$ cat config.mk
export PLATFORM = sky130hd
export DESIGN_NAME = lcm_by_euclid_gcd
export DESIGN_NICKNAME = d
export VERILOG_FILES = /design/src/rtl/lcm_pkg.sv /design/src/rtl/lcm_front.sv /design/src/rtl/lcm_queue.sv /design/src/rtl/lcm_divider.sv /design/src/rtl/lcm_back.sv /design/src/rtl/lcm_by_euclid_gcd.sv
export VERILOG_INCLUDE_DIRS = /design/src /design/src/rtl
export SDC_FILE = /design/constraint.sdc
export NUM_CORES = 1
export LEC_CHECK = 0
export BUFFER_PORTS_ARGS = -buffer_cell sky130_fd_sc_hd__buf_4
export CAP_MARGIN = 40
export CORE_UTILIZATION = 25
export CTS_CLUSTER_DIAMETER = 80
export DETAILED_ROUTE_END_ITERATION = 7
export PLACE_DENSITY = 0.46
export SYNTH_ARGS = -nofsm -noshare
export SYNTH_HDL_FRONTEND = slang
export SYNTH_SLANG_ARGS = --single-unit
export TNS_END_PERCENT = 50
$ cat constraint.sdc
create_clock -name clk -period 10.29 [get_ports clk]
set_input_delay 1.5435 -clock clk [delete_from_list [all_inputs] [get_ports clk]]
set_output_delay 1.5435 -clock clk [all_outputs]
set_load 0.01 [all_outputs]
$ cat src/rtl/lcm_by_euclid_gcd_assert.svh
// ----------------------------------------------------------------------------
// lcm_by_euclid_gcd_assert.svh
// Assertion macros shared by the GCD/LCM block. Defining NO_ASSERTIONS
// removes every check.
// ----------------------------------------------------------------------------
`ifndef LCM_BY_EUCLID_GCD_ASSERT_SVH
`define LCM_BY_EUCLID_GCD_ASSERT_SVH

`ifndef NO_ASSERTIONS

// Same-cycle implication, disabled while reset is asserted.
`define LCM_ASSERT_IMP(label, clk, rst_n, ante, cons) \
  label: assert property (@(posedge clk) disable iff (!rst_n) (ante) |-> (cons)) \
    else $error("lcm_by_euclid_gcd: assertion failed");

// Next-cycle implication, disabled while reset is asserted.
`define LCM_ASSERT_NEXT(label, clk, rst_n, ante, cons) \
  label: assert property (@(posedge clk) disable iff (!rst_n) (ante) |=> (cons)) \
    else $error("lcm_by_euclid_gcd: assertion failed");

`else

`define LCM_ASSERT_IMP(label, clk, rst_n, ante, cons)
`define LCM_ASSERT_NEXT(label, clk, rst_n, ante, cons)

`endif

`endif

$ cat src/rtl/lcm_pkg.sv
// ----------------------------------------------------------------------------
// lcm_pkg
// Shared types and constants of the GCD/LCM block.
// ----------------------------------------------------------------------------
package lcm_pkg;

  localparam int OP_W        = 16;
  localparam int PROD_W      = 2 * OP_W;
  localparam int IN_TDATA_W  = ((2 * OP_W + 7) / 8) * 8;
  localparam int OUT_TDATA_W = ((3 * OP_W + 7) / 8) * 8;
  localparam int CNT_W       = (OP_W > 2) ? $clog2(OP_W) : 1;
  localparam int QDEPTH      = 2;
  localparam int QPTR_W      = $clog2(QDEPTH);
  localparam int QCNT_W      = $clog2(QDEPTH + 1);

  typedef enum logic [1:0] {
    KIND_NORMAL,
    KIND_ONE_ZERO,
    KIND_BOTH_ZERO
  } kind_t;

  typedef struct packed {
    kind_t             kind;
    logic [OP_W-1:0]   big;
    logic [OP_W-1:0]   small_op;
  } q_entry_t;

  typedef struct packed {
    logic              start;
    logic [OP_W-1:0]   dividend;
    logic [OP_W-1:0]   divisor;
  } div_req_t;

  typedef struct packed {
    logic              busy;
    logic              done;
    logic [OP_W-1:0]   quotient;
    logic [OP_W-1:0]   remainder;
  } div_rsp_t;

endpackage

$ cat src/rtl/lcm_front.sv
// ----------------------------------------------------------------------------
// lcm_front
// Accepts operand pairs, orders them and classifies the zero cases.
// ----------------------------------------------------------------------------
module lcm_front
  import lcm_pkg::*;
(
  input  logic                  in_tvalid,
  output logic                  in_tready,
  input  logic [IN_TDATA_W-1:0] in_tdata,   // operand_a, operand_b
  input  logic                  q_full,
  output logic                  push_valid,
  output q_entry_t              push_entry
);

  logic [OP_W-1:0] op_a;
  logic [OP_W-1:0] op_b;

  assign op_a = in_tdata[OP_W-1:0];
  assign op_b = in_tdata[2*OP_W-1:OP_W];

  assign in_tready  = !q_full;
  assign push_valid = in_tvalid && !q_full;

  always_comb begin
    if (op_a > op_b) begin
      push_entry.big      = op_a;
      push_entry.small_op = op_b;
    end else begin
      push_entry.big      = op_b;
      push_entry.small_op = op_a;
    end
    if ((op_a == '0) && (op_b == '0)) begin
      push_entry.kind = KIND_BOTH_ZERO;
    end else if ((op_a == '0) || (op_b == '0)) begin
      push_entry.kind = KIND_ONE_ZERO;
    end else begin
      push_entry.kind = KIND_NORMAL;
    end
  end

endmodule

$ cat src/rtl/lcm_queue.sv
// ----------------------------------------------------------------------------
// lcm_queue
// Short register queue between the front and the back.
// ----------------------------------------------------------------------------
module lcm_queue
  import lcm_pkg::*;
(
  input  logic     clk,
  input  logic     rst_n,
  input  logic     push_valid,
  input  q_entry_t push_entry,
  output logic     q_full,
  output logic     q_valid,
  output q_entry_t q_entry,
  input  logic     pop
);

  q_entry_t            entries_r [QDEPTH];
  logic [QPTR_W-1:0]   wr_ptr_r;
  logic [QPTR_W-1:0]   rd_ptr_r;
  logic [QCNT_W-1:0]   count_r;
  logic                do_pop;

  assign q_full  = (count_r == QCNT_W'(QDEPTH));
  assign q_valid = (count_r != '0);
  assign q_entry = entries_r[rd_ptr_r];
  assign do_pop  = pop && q_valid;

  always_ff @(posedge clk) begin
    if (push_valid) begin
      entries_r[wr_ptr_r] <= push_entry;
    end
  end

  always_ff @(posedge clk) begin
    if (!rst_n) begin
      wr_ptr_r <= '0;
      rd_ptr_r <= '0;
      count_r  <= '0;
    end else begin
      if (push_valid) begin
        wr_ptr_r <= wr_ptr_r + 1'b1;
      end
      if (do_pop) begin
        rd_ptr_r <= rd_ptr_r + 1'b1;
      end
      if (push_valid && !do_pop) begin
        count_r <= count_r + 1'b1;
      end else if (do_pop && !push_valid) begin
        count_r <= count_r - 1'b1;
      end
    end
  end

endmodule

$ cat src/rtl/lcm_divider.sv
// ----------------------------------------------------------------------------
// lcm_divider
// Shared restoring divider, one quotient bit per cycle.
// ----------------------------------------------------------------------------
module lcm_divider
  import lcm_pkg::*;
(
  input  logic     clk,
  input  logic     rst_n,
  input  div_req_t req,
  output div_rsp_t rsp
);

  logic              busy_r;
  logic              done_r;
  logic [CNT_W-1:0]  cnt_r;
  logic [OP_W-1:0]   rem_r;
  logic [OP_W-1:0]   quo_r;
  logic [OP_W-1:0]   div_r;
  logic [OP_W:0]     trial;
  logic [OP_W:0]     diff;
  logic              fits;

  assign trial = {rem_r, quo_r[OP_W-1]};
  assign diff  = trial - {1'b0, div_r};
  assign fits  = (trial >= {1'b0, div_r});

  always_ff @(posedge clk) begin
    if (req.start) begin
      rem_r <= '0;
      quo_r <= req.dividend;
      div_r <= req.divisor;
    end else if (busy_r) begin
      rem_r <= fits ? diff[OP_W-1:0] : trial[OP_W-1:0];
      quo_r <= {quo_r[OP_W-2:0], fits};
    end
  end

  always_ff @(posedge clk) begin
    if (!rst_n) begin
      busy_r <= 1'b0;
      done_r <= 1'b0;
      cnt_r  <= '0;
    end else begin
      done_r <= busy_r && !req.start && (cnt_r == CNT_W'(OP_W - 1));
      if (req.start) begin
        busy_r <= 1'b1;
        cnt_r  <= '0;
      end else if (busy_r) begin
        cnt_r <= cnt_r + 1'b1;
        if (cnt_r == CNT_W'(OP_W - 1)) begin
          busy_r <= 1'b0;
        end
      end
    end
  end

  assign rsp.busy      = busy_r;
  assign rsp.done      = done_r;
  assign rsp.quotient  = quo_r;
  assign rsp.remainder = rem_r;

endmodule

$ cat src/rtl/lcm_back.sv
// ----------------------------------------------------------------------------
// lcm_back
// Runs Euclid's loop on the shared divider, forms the LCM as
// (big / gcd) * small and holds the result in the output register.
// ----------------------------------------------------------------------------
module lcm_back
  import lcm_pkg::*;
(
  input  logic              clk,
  input  logic              rst_n,
  input  logic              q_valid,
  input  q_entry_t          q_entry,
  output logic              pop,
  output div_req_t          div_req,
  input  div_rsp_t          div_rsp,
  output logic              out_tvalid,
  input  logic              out_tready,
  output logic [OP_W-1:0]   out_divisor,
  output logic [PROD_W-1:0] out_multiple,
  output logic              out_both_zero
);

  typedef enum logic [1:0] {
    S_IDLE,
    S_MOD,
    S_QUO,
    S_PUSH
  } state_t;

  state_t              state_r;
  logic                start_r;
  logic [OP_W-1:0]     dividend_r;
  logic [OP_W-1:0]     divisor_r;
  logic [OP_W-1:0]     orig_big_r;
  logic [OP_W-1:0]     orig_small_r;
  logic [OP_W-1:0]     res_div_r;
  logic [PROD_W-1:0]   res_mul_r;
  logic                res_err_r;
  logic                out_valid_r;
  logic [OP_W-1:0]     out_div_r;
  logic [PROD_W-1:0]   out_mul_r;
  logic                out_err_r;
  logic [PROD_W-1:0]   prod;

  assign pop = (state_r == S_IDLE) && q_valid;

  assign prod = {{OP_W{1'b0}}, div_rsp.quotient} * {{OP_W{1'b0}}, orig_small_r};

  always_ff @(posedge clk) begin
    if (!rst_n) begin
      state_r     <= S_IDLE;
      start_r     <= 1'b0;
      out_valid_r <= 1'b0;
    end else begin
      start_r <= ((state_r == S_IDLE) && q_valid &&
                  (q_entry.kind != KIND_BOTH_ZERO) && (q_entry.kind != KIND_ONE_ZERO)) ||
                 ((state_r == S_MOD) && div_rsp.done);
      if ((state_r == S_PUSH) && (!out_valid_r || out_tready)) begin
        out_valid_r <= 1'b1;
      end else if (out_tready) begin
        out_valid_r <= 1'b0;
      end
      case (state_r)
        S_IDLE: begin
          if (q_valid) begin
            orig_big_r   <= q_entry.big;
            orig_small_r <= q_entry.small_op;
            case (q_entry.kind)
              KIND_BOTH_ZERO: begin
                res_div_r <= '0;
                res_mul_r <= '0;
                res_err_r <= 1'b1;
                state_r   <= S_PUSH;
              end
              KIND_ONE_ZERO: begin
                res_div_r <= q_entry.big;
                res_mul_r <= '0;
                res_err_r <= 1'b0;
                state_r   <= S_PUSH;
              end
              default: begin
                dividend_r <= q_entry.big;
                divisor_r  <= q_entry.small_op;
                state_r    <= S_MOD;
              end
            endcase
          end
        end
        S_MOD: begin
          if (div_rsp.done) begin
            if (div_rsp.remainder == '0) begin
              res_div_r  <= divisor_r;
              dividend_r <= orig_big_r;
              state_r    <= S_QUO;
            end else begin
              dividend_r <= divisor_r;
              divisor_r  <= div_rsp.remainder;
            end
          end
        end
        S_QUO: begin
          if (div_rsp.done) begin
            res_mul_r <= prod;
            res_err_r <= 1'b0;
            state_r   <= S_PUSH;
          end
        end
        S_PUSH: begin
          if (!out_valid_r || out_tready) begin
            out_div_r   <= res_div_r;
            out_mul_r   <= res_mul_r;
            out_err_r   <= res_err_r;
            state_r     <= S_IDLE;
          end
        end
        default: begin
          state_r <= S_IDLE;
        end
      endcase
    end
  end

  assign div_req.start    = start_r;
  assign div_req.dividend = dividend_r;
  assign div_req.divisor  = divisor_r;

  assign out_tvalid    = out_valid_r;
  assign out_divisor   = out_div_r;
  assign out_multiple  = out_mul_r;
  assign out_both_zero = out_err_r;

endmodule

$ cat src/rtl/lcm_by_euclid_gcd.sv
// ----------------------------------------------------------------------------
// lcm_by_euclid_gcd
// Greatest common divisor and least common multiple of two unsigned operands.
//
//   Channel  Direction  Payload
//   in_*     slave      tdata: operand_a, operand_b
//   out_*    master     tdata: divisor, multiple; tuser: both_zero
//
// A pair with a zero operand bypasses the divider. Otherwise every Euclid
// step and the final big / gcd quotient use one shared divider that yields
// one bit per cycle. Reset is synchronous and active low. A short queue
// lets the input side keep accepting, until it fills, while the divider is
// busy or the output transaction is stalled.
// ----------------------------------------------------------------------------
`include "lcm_by_euclid_gcd_assert.svh"

module lcm_by_euclid_gcd
  import lcm_pkg::*;
(
  input  logic                   clk,
  input  logic                   rst_n,
  input  logic                   in_tvalid,
  output logic                   in_tready,
  input  logic [IN_TDATA_W-1:0]  in_tdata,   // operand_a, operand_b
  output logic                   out_tvalid,
  input  logic                   out_tready,
  output logic [OUT_TDATA_W-1:0] out_tdata,  // divisor, multiple
  output logic                   out_tuser   // both_zero
);

  logic              q_full;
  logic              push_valid;
  q_entry_t          push_entry;
  logic              q_valid;
  q_entry_t          q_entry;
  logic              pop;
  div_req_t          div_req;
  div_rsp_t          div_rsp;
  logic [OP_W-1:0]   res_divisor;
  logic [PROD_W-1:0] res_multiple;

  lcm_front u_front (
    .in_tvalid  (in_tvalid),
    .in_tready  (in_tready),
    .in_tdata   (in_tdata),
    .q_full     (q_full),
    .push_valid (push_valid),
    .push_entry (push_entry)
  );

  lcm_queue u_queue (
    .clk        (clk),
    .rst_n      (rst_n),
    .push_valid (push_valid),
    .push_entry (push_entry),
    .q_full     (q_full),
    .q_valid    (q_valid),
    .q_entry    (q_entry),
    .pop        (pop)
  );

  lcm_divider u_divider (
    .clk   (clk),
    .rst_n (rst_n),
    .req   (div_req),
    .rsp   (div_rsp)
  );

  lcm_back u_back (
    .clk           (clk),
    .rst_n         (rst_n),
    .q_valid       (q_valid),
    .q_entry       (q_entry),
    .pop           (pop),
    .div_req       (div_req),
    .div_rsp       (div_rsp),
    .out_tvalid    (out_tvalid),
    .out_tready    (out_tready),
    .out_divisor   (res_divisor),
    .out_multiple  (res_multiple),
    .out_both_zero (out_tuser)
  );

  assign out_tdata = OUT_TDATA_W'({res_multiple, res_divisor});

  `LCM_ASSERT_IMP(a_zero_result, clk, rst_n, out_tvalid && out_tuser, out_tdata == '0)
  `LCM_ASSERT_IMP(a_divisor_set, clk, rst_n, out_tvalid && !out_tuser, res_divisor != '0)
  `LCM_ASSERT_IMP(a_div_idle_start, clk, rst_n, div_req.start, !div_rsp.busy)
  `LCM_ASSERT_NEXT(a_div_nonzero, clk, rst_n, div_req.start, div_req.divisor != '0)

endmodule
### Word-level counts from Yosys, hierarchy flattened

Memories as Yosys holds them, arrays and structs flattened. A register that Yosys moved wholly into a read port is not among the register bits.
Index checks and enable logic that the tools add are counted.

| cells by class | value |
|---|---|
| reduce and logical (&&, ||, !) cells | 40 |
| $add $sub $neg | 6 |
| bitwise logic cells | 1 |
| magnitude comparators | 2 |
| divide/modulo/power cells | 0 |
| eq/ne operators | 18 |
| multipliers | 1 |
| mux-type cells | 47 |
| shift-type cells | 0 |

Operator list:

| operator | count |
|---|---|
| $mux W16 | 14 |
| $mux W32 | 4 |
| $pmux W16 S2 | 4 |
| $pmux W32 S2 | 1 |
| $logic_not A16 Y1 | 3 |
| $mul A16 B16 Y32 | 1 |
| $reduce_and A5 Y1 | 4 |
| $mux W2 | 9 |
| $ge A17 B16 Y1 | 1 |
| $gt A16 B16 Y1 | 1 |
| $ne A2 B2 Y1 const B | 8 |
| $sub A16 B16 Y16 | 1 |
| $logic_and A1 B1 Y1 | 12 |
| $mux W1 | 12 |
| $reduce_and A6 Y1 | 2 |
| $reduce_bool A2 Y1 | 6 |
| $eq A2 B2 Y1 const B | 4 |
| $pmux W2 S4 | 1 |
| $reduce_and A3 Y1 | 2 |
| $logic_not A1 Y1 | 5 |
| $add A4 B1 Y4 const B | 1 |
| $eq A2 B1 Y1 const B | 2 |
| $eq A4 B4 Y1 const B | 1 |
| $ne A2 B1 Y1 const B | 2 |
| other kinds (9) | 14 |

| storage, ports and cells | value |
|---|---|
| bits in latches | 0 |
| memories | 1 |
| input port bits | 36 |
| output and inout bits | 51 |
| flip-flop bits (word level) | 224 |
| ROM bits | 0 |
| memory bits (writable) | 68 |
| logic and storage cells | 138 |

Memories:

| memory | depth | width | rd ports | clocked after memory_dff | wr ports | line | text |
|---|---|---|---|---|---|---|---|
| u_queue.entries_r | 2 | 34 | 1 | 1 | 1 | lcm_queue.sv:18 | `q_entry_t entries_r [QDEPTH];` |

### Longest topological paths before layout

| depth | value |
|---|---|
| depth after elaboration | 7 |
| mapped depth | 22 |
| mapped depth without buffers | 21 |

### Hierarchy

From an unflattened synthesis, not the netlist that was laid out.

| second synthesis, totals | value |
|---|---|
| cells, all modules | 1903 |
| area, all modules | 21571.9 um^2 |

Modules (own cells, without submodules):

| module | cells an instance | area each (um^2) | sequential area each (um^2) | instances |
|---|---|---|---|---|
| lcm_back | 1367 | 14906.8 | 4944.7 | 1 |
| lcm_divider | 298 | 3051.7 | 1401.3 | 1 |
| lcm_queue | 128 | 2670.1 | 2142.1 | 1 |
| lcm_front | 110 | 943.4 | 0.0 | 1 |

### Least setup slack after synthesis

No wires, ideal clock.

| timing path | value |
|---|---|
| path type | register to register |
| start point | register u_back.orig_small_r[7] |
| end point | register u_back.res_mul_r[30] (data pin) |
| path buffers | 2 |
| arrival time | 5.616 ns |
| path slack | 4.412 ns |
| required time | 10.029 ns |
| setup time | 0.261 ns |
| period minus slack after synthesis | 5.878 ns |
| stages on the path, launching flop included | 23 |
| cell sequence | edfxtp_1 -> clkbuf_1 -> nand2_1 -> fa_1 -> inv_1 -> fa_1 -> inv_1 -> fa_1 -> inv_1 -> fa_1 -> fa_1 -> inv_1 -> fa_1 -> inv_1 -> ha_1 -> buf_2 -> a21o_1 -> a21o_1 -> a2111oi_0 -> a22o_1 -> o21ai_1 -> a31oi_1 -> mux2i_1 |

| between the ends | value |
|---|---|
| cells in the longest elaborated chain, start to end | 3 |

Ends and longest elaborated chain:

| element | line | text |
|---|---|---|
| start: declaration | lcm_back.sv:35 | `logic [OP_W-1:0] orig_small_r;` |
| start signal: assignment | lcm_back.sv:67 | `orig_small_r <= q_entry.small_op;` |
| $mul A16 B16 Y32 | lcm_back.sv:47 | `assign prod = {{OP_W{1'b0}}, div_rsp.quotient} * {{OP_W{1'b0}}, orig_small_r};` |
| $mux W32 | lcm_back.sv:102 | `if (div_rsp.done) begin` |
| $pmux W32 S2 | lcm_back.sv:63 | `case (state_r)` |
| end signal: assignment | lcm_back.sv:103 | `res_mul_r <= prod;` |
| end: declaration | lcm_back.sv:37 | `logic [PROD_W-1:0] res_mul_r;` |

No other way between the ends. The select of a mux whose other input is x is not followed.
A chain may end at the register's enable or synchronous reset.

### Final worst setup path

| timing path | value |
|---|---|
| start point | register u_back.orig_small_r[8] |
| end point | register u_back.res_mul_r[31] (data pin) |

The elaborated chain is that of the path after synthesis.

==> summary.txt <==
Timing
  – Tcrit/Tclk final: 64.0%
  – RSZ-0062 raised after global routing: false
  – Fmax: 0.152 GHz
  – Final Hold Violating Endpoints: 0
  – Slew HR: 44.7%
  – Setup violations, final: 0
  – Worst-margin pin slew: 0.829 ns
  – Final TNS setup: 0 ns
  – Clk_skew: 0.0433 ns
  – Period minus WS final: 6.59 ns
  – Slew Viols, Final: 0

Logic synthesis
  – Primary FF master, synth: edfxtp_1
  – EDFF count, synth: 262
  – Mapped Cells: 1833
  – Post-synthesis register bit count: 293
  – Register area share after synthesis: about 40%
  – Yosys warnings: 0
  – Mapped Avg Cell Area: between 10 and 15 um^2
  – Post-Syn Nets: between 2000 and 2500
  – Post-synth ARST share: 0%
  – Synth Cell Area: 20900 um^2
  – Count of different cell masters after synthesis: 60

Drt
  – Final WL: approximately 52 mm
  – Via count: roughly 13000
  – # DRC: 0
  – Antenna Nets Post-Route: 0
  – Vias/cell: 4.43
  – Wire per inst: between 15 and 20 um
  – Iteration-0 DRC Markers: 663
  – DR pass1 iterations: 5

Final layout
  – Layout cell share with drive strength beyond 1: 14.2%
  – Final #Nets: around 2300
  – Synth-to-layout area growth: 15.0%
  – Final Cell Area: 24100 um^2
  – Ant diodes: 0
  – FILL cells: approximately 8600
  – Non-filler cells, final: 3002

Clock network
  – CTS tree: yes
  – Maximum root-to-sink buffer count: 3
  – Post-cts sizing count: 0
  – CTS sink cnt: 293
  – # H-tree levels: 2
  – CTS clk-pin slew, worst paths: 0.06 ns
  – Hold buffers post-CTS: 0
  – Post-CTS Setup Bufs: 0
  – Worst skew pair latency: 0.59 ns
  – Root Driver: clkbuf_16
  – TritonCTS Buffers: 36

Placed design
  – Placed Instance Area: 22800 um^2
  – Final RePlAce weighted congestion: 0.814
  – Hpwl dp: 39.4 mm
  – IO Port Bufs: 86
  – # placed instances: 2937

Critical path
  – Reg2reg end: u_back.res_mul_r[31]
  – R2R cell count: 20
  – Crit. End Element: register
  – Worst setup SP type: register
  – CP endpoint: u_back.res_mul_r[31]
  – Worst Setup SP: u_back.orig_small_r[8]
  – CP arrival: 6.90 ns
  – Worst-path fanout max: 16
  – CP required: 10.60 ns
  – Worst reg2reg startpoint: u_back.orig_small_r[8]
  – R2R setup slack: ~3.7 ns
  – Crit Path Category: register to register

Floorplanning
  – Die area: 84900 um^2
  – Die height: between 200 and 300 um
  – # rows: 105
  – Die width: a little under 300 um
  – Core area: 82500 um^2
  – Starting Density: 25.4%
  – # IOs: 87

Global routing
  – First-pass GRT wire length: 82.6 mm
  – Total GRT Usage: 12.5%
  – Grt total ovfl: 0
  – Largest net degree at the start of global routing: 73
  – Vias in the first global route: 14100
  – Initial antenna violation count: 0

Min path
  – HP Start: u_back.res_mul_r[12]
  – Hold Crit Class: register to register

Status
  – Status: finished, final reports clean

Job
  – Max cap viols: 0
[kinds of logic (layout without fill, tap and decap cells)]
family	Yosys count	in the layout	synth area share, %
compound gates	217	217	7.16
xor+xnor	37	37	1.55
fa+ha+maj	340	340	27.3
buf+inv	348	447	6.30
flops	293	293	40.6
mux	111	111	5.87
simple gates	487	487	11.2
[cells in the final DEF (no fill, tap or decap), drive strengths merged, types with 22 or more instances in the layout]
cell	synthesis	layout
inv	277	279
a21o	22	22
xor2	23	23
o21ai	42	42
nand2	207	207
a31oi	24	24
and2	123	123
buf	10	104
dfxtp	31	31
clkbuf	60	40
nor2	71	71
fa	195	195
mux2	94	94
edfxtp	262	262
ha	145	145
a21oi	40	40
[worst max-delay path, cell delays in order, from the launching register on]
cell      delay, ns
edfxtp_1       0.84
nand2_1        0.16
fa_1           0.54
inv_1          0.05
fa_1           0.50
inv_1          0.06
fa_1           0.57
inv_1          0.06
fa_1           0.45
fa_1           0.49
inv_1          0.05
fa_1           0.47
inv_1          0.04
ha_1           0.36
a211oi_1       0.28
o21ai_0        0.13
a31oi_1        0.50
nor4_1         0.19
o21ai_0        0.26
a21oi_1        0.09
a31o_2         0.22
[stage by stage]
step | hold WS [ns] | setup WS [ns] | utilization (%)
3_5_place_dp | 0.405 | 3.77 | 27.7
6_report | 0.416 | 3.70 | 29.2
4_1_cts | 0.418 | 3.73 | 29.2
5_1_grt | 0.421 | 3.28 | 29.2
2_1_floorplan | 0.400 | 4.41 | -
3_3_place_gp | 0.404 | 3.72 | 27.6
[registers in the layout, indices dropped and copies added (netlist names), named ones only]
register,cells
u_queue.entries_r,68
u_divider.cnt_r,4
u_queue.wr_ptr_r,1
u_divider.div_r,16
u_back.out_multiple,32
u_divider.quo_r,16
u_queue.rd_ptr_r,1
u_back.divisor_r,16
u_back.res_mul_r,32
u_divider.rem_r,16
u_back.orig_small_r,16
u_back.out_tvalid,1
u_back.orig_big_r,16
u_divider.done_r,1
u_back.res_div_r,16
u_divider.busy_r,1
u_back.state_r,2
u_back.dividend_r,16
u_back.start_r,1
u_queue.count_r,2
u_back.res_err_r,1
u_back.out_divisor,16
u_back.out_both_zero,1
[cells in the mapped netlist, drive strengths merged (12+ instances only)]
cell    count  area (um^2)
inv       277         1040
edfxtp    262         7870
nand2     207          777
fa        195         3900
ha        145         1810
and2      123          769
mux2       94         1060
nor2       71          267
clkbuf     60          225
o21ai      42          210
a21oi      40          204
dfxtp      31          621
a31oi      24          150
xor2       23          201
a21o       22          173
a22o       19          166
mux2i      17          170
nand2b     14         87.6
nor4       14         87.6
xnor2      14          123
o21a       12         90.1
[routing by layer]
layer / wire (um) / global-route usage [%] / up-vias
met1: 26100 / 17.7 / 6691
met5: 0 / 0 / -
met4: 919 / 3.42 / 0
met3: 1840 / 1.80 / 50
met2: 23500 / 20.0 / 256
li1: - / - / 6301
[final cells by class]
| class | instances | area, um^2 | area share (%) |
|---|---|---|---|
| Multi-Input combinational cell | 1192 | 11200 | 46.4 |
| Sequential cell | 293 | 8490 | 35.3 |
| Tap cell | 1070 | 1340 | 5.56 |
| Inverter | 278 | 1040 | 4.34 |
| Clock buffer | 40 | 916 | 3.81 |
| Timing Repair Buffer | 104 | 817 | 3.40 |
| Clock inverter | 25 | 303 | 1.26 |
[worst min path at each step]
stage / slack [ns] / depth (start not counted) / end
2_1_floorplan: 0.40 / 0 / u_back.out_both_zero
3_3_place_gp: 0.40 / 0 / u_back.out_multiple[16]
3_5_place_dp: 0.40 / 0 / u_back.out_multiple[12]
4_1_cts: 0.42 / 0 / u_back.out_multiple[12]
5_1_grt: 0.42 / 0 / u_back.out_multiple[16]
6_report: 0.42 / 0 / u_back.out_multiple[12]
Power is not shown: default switching activity piles up to over one toggle a cycle in this logic, so the estimate is an artifact.
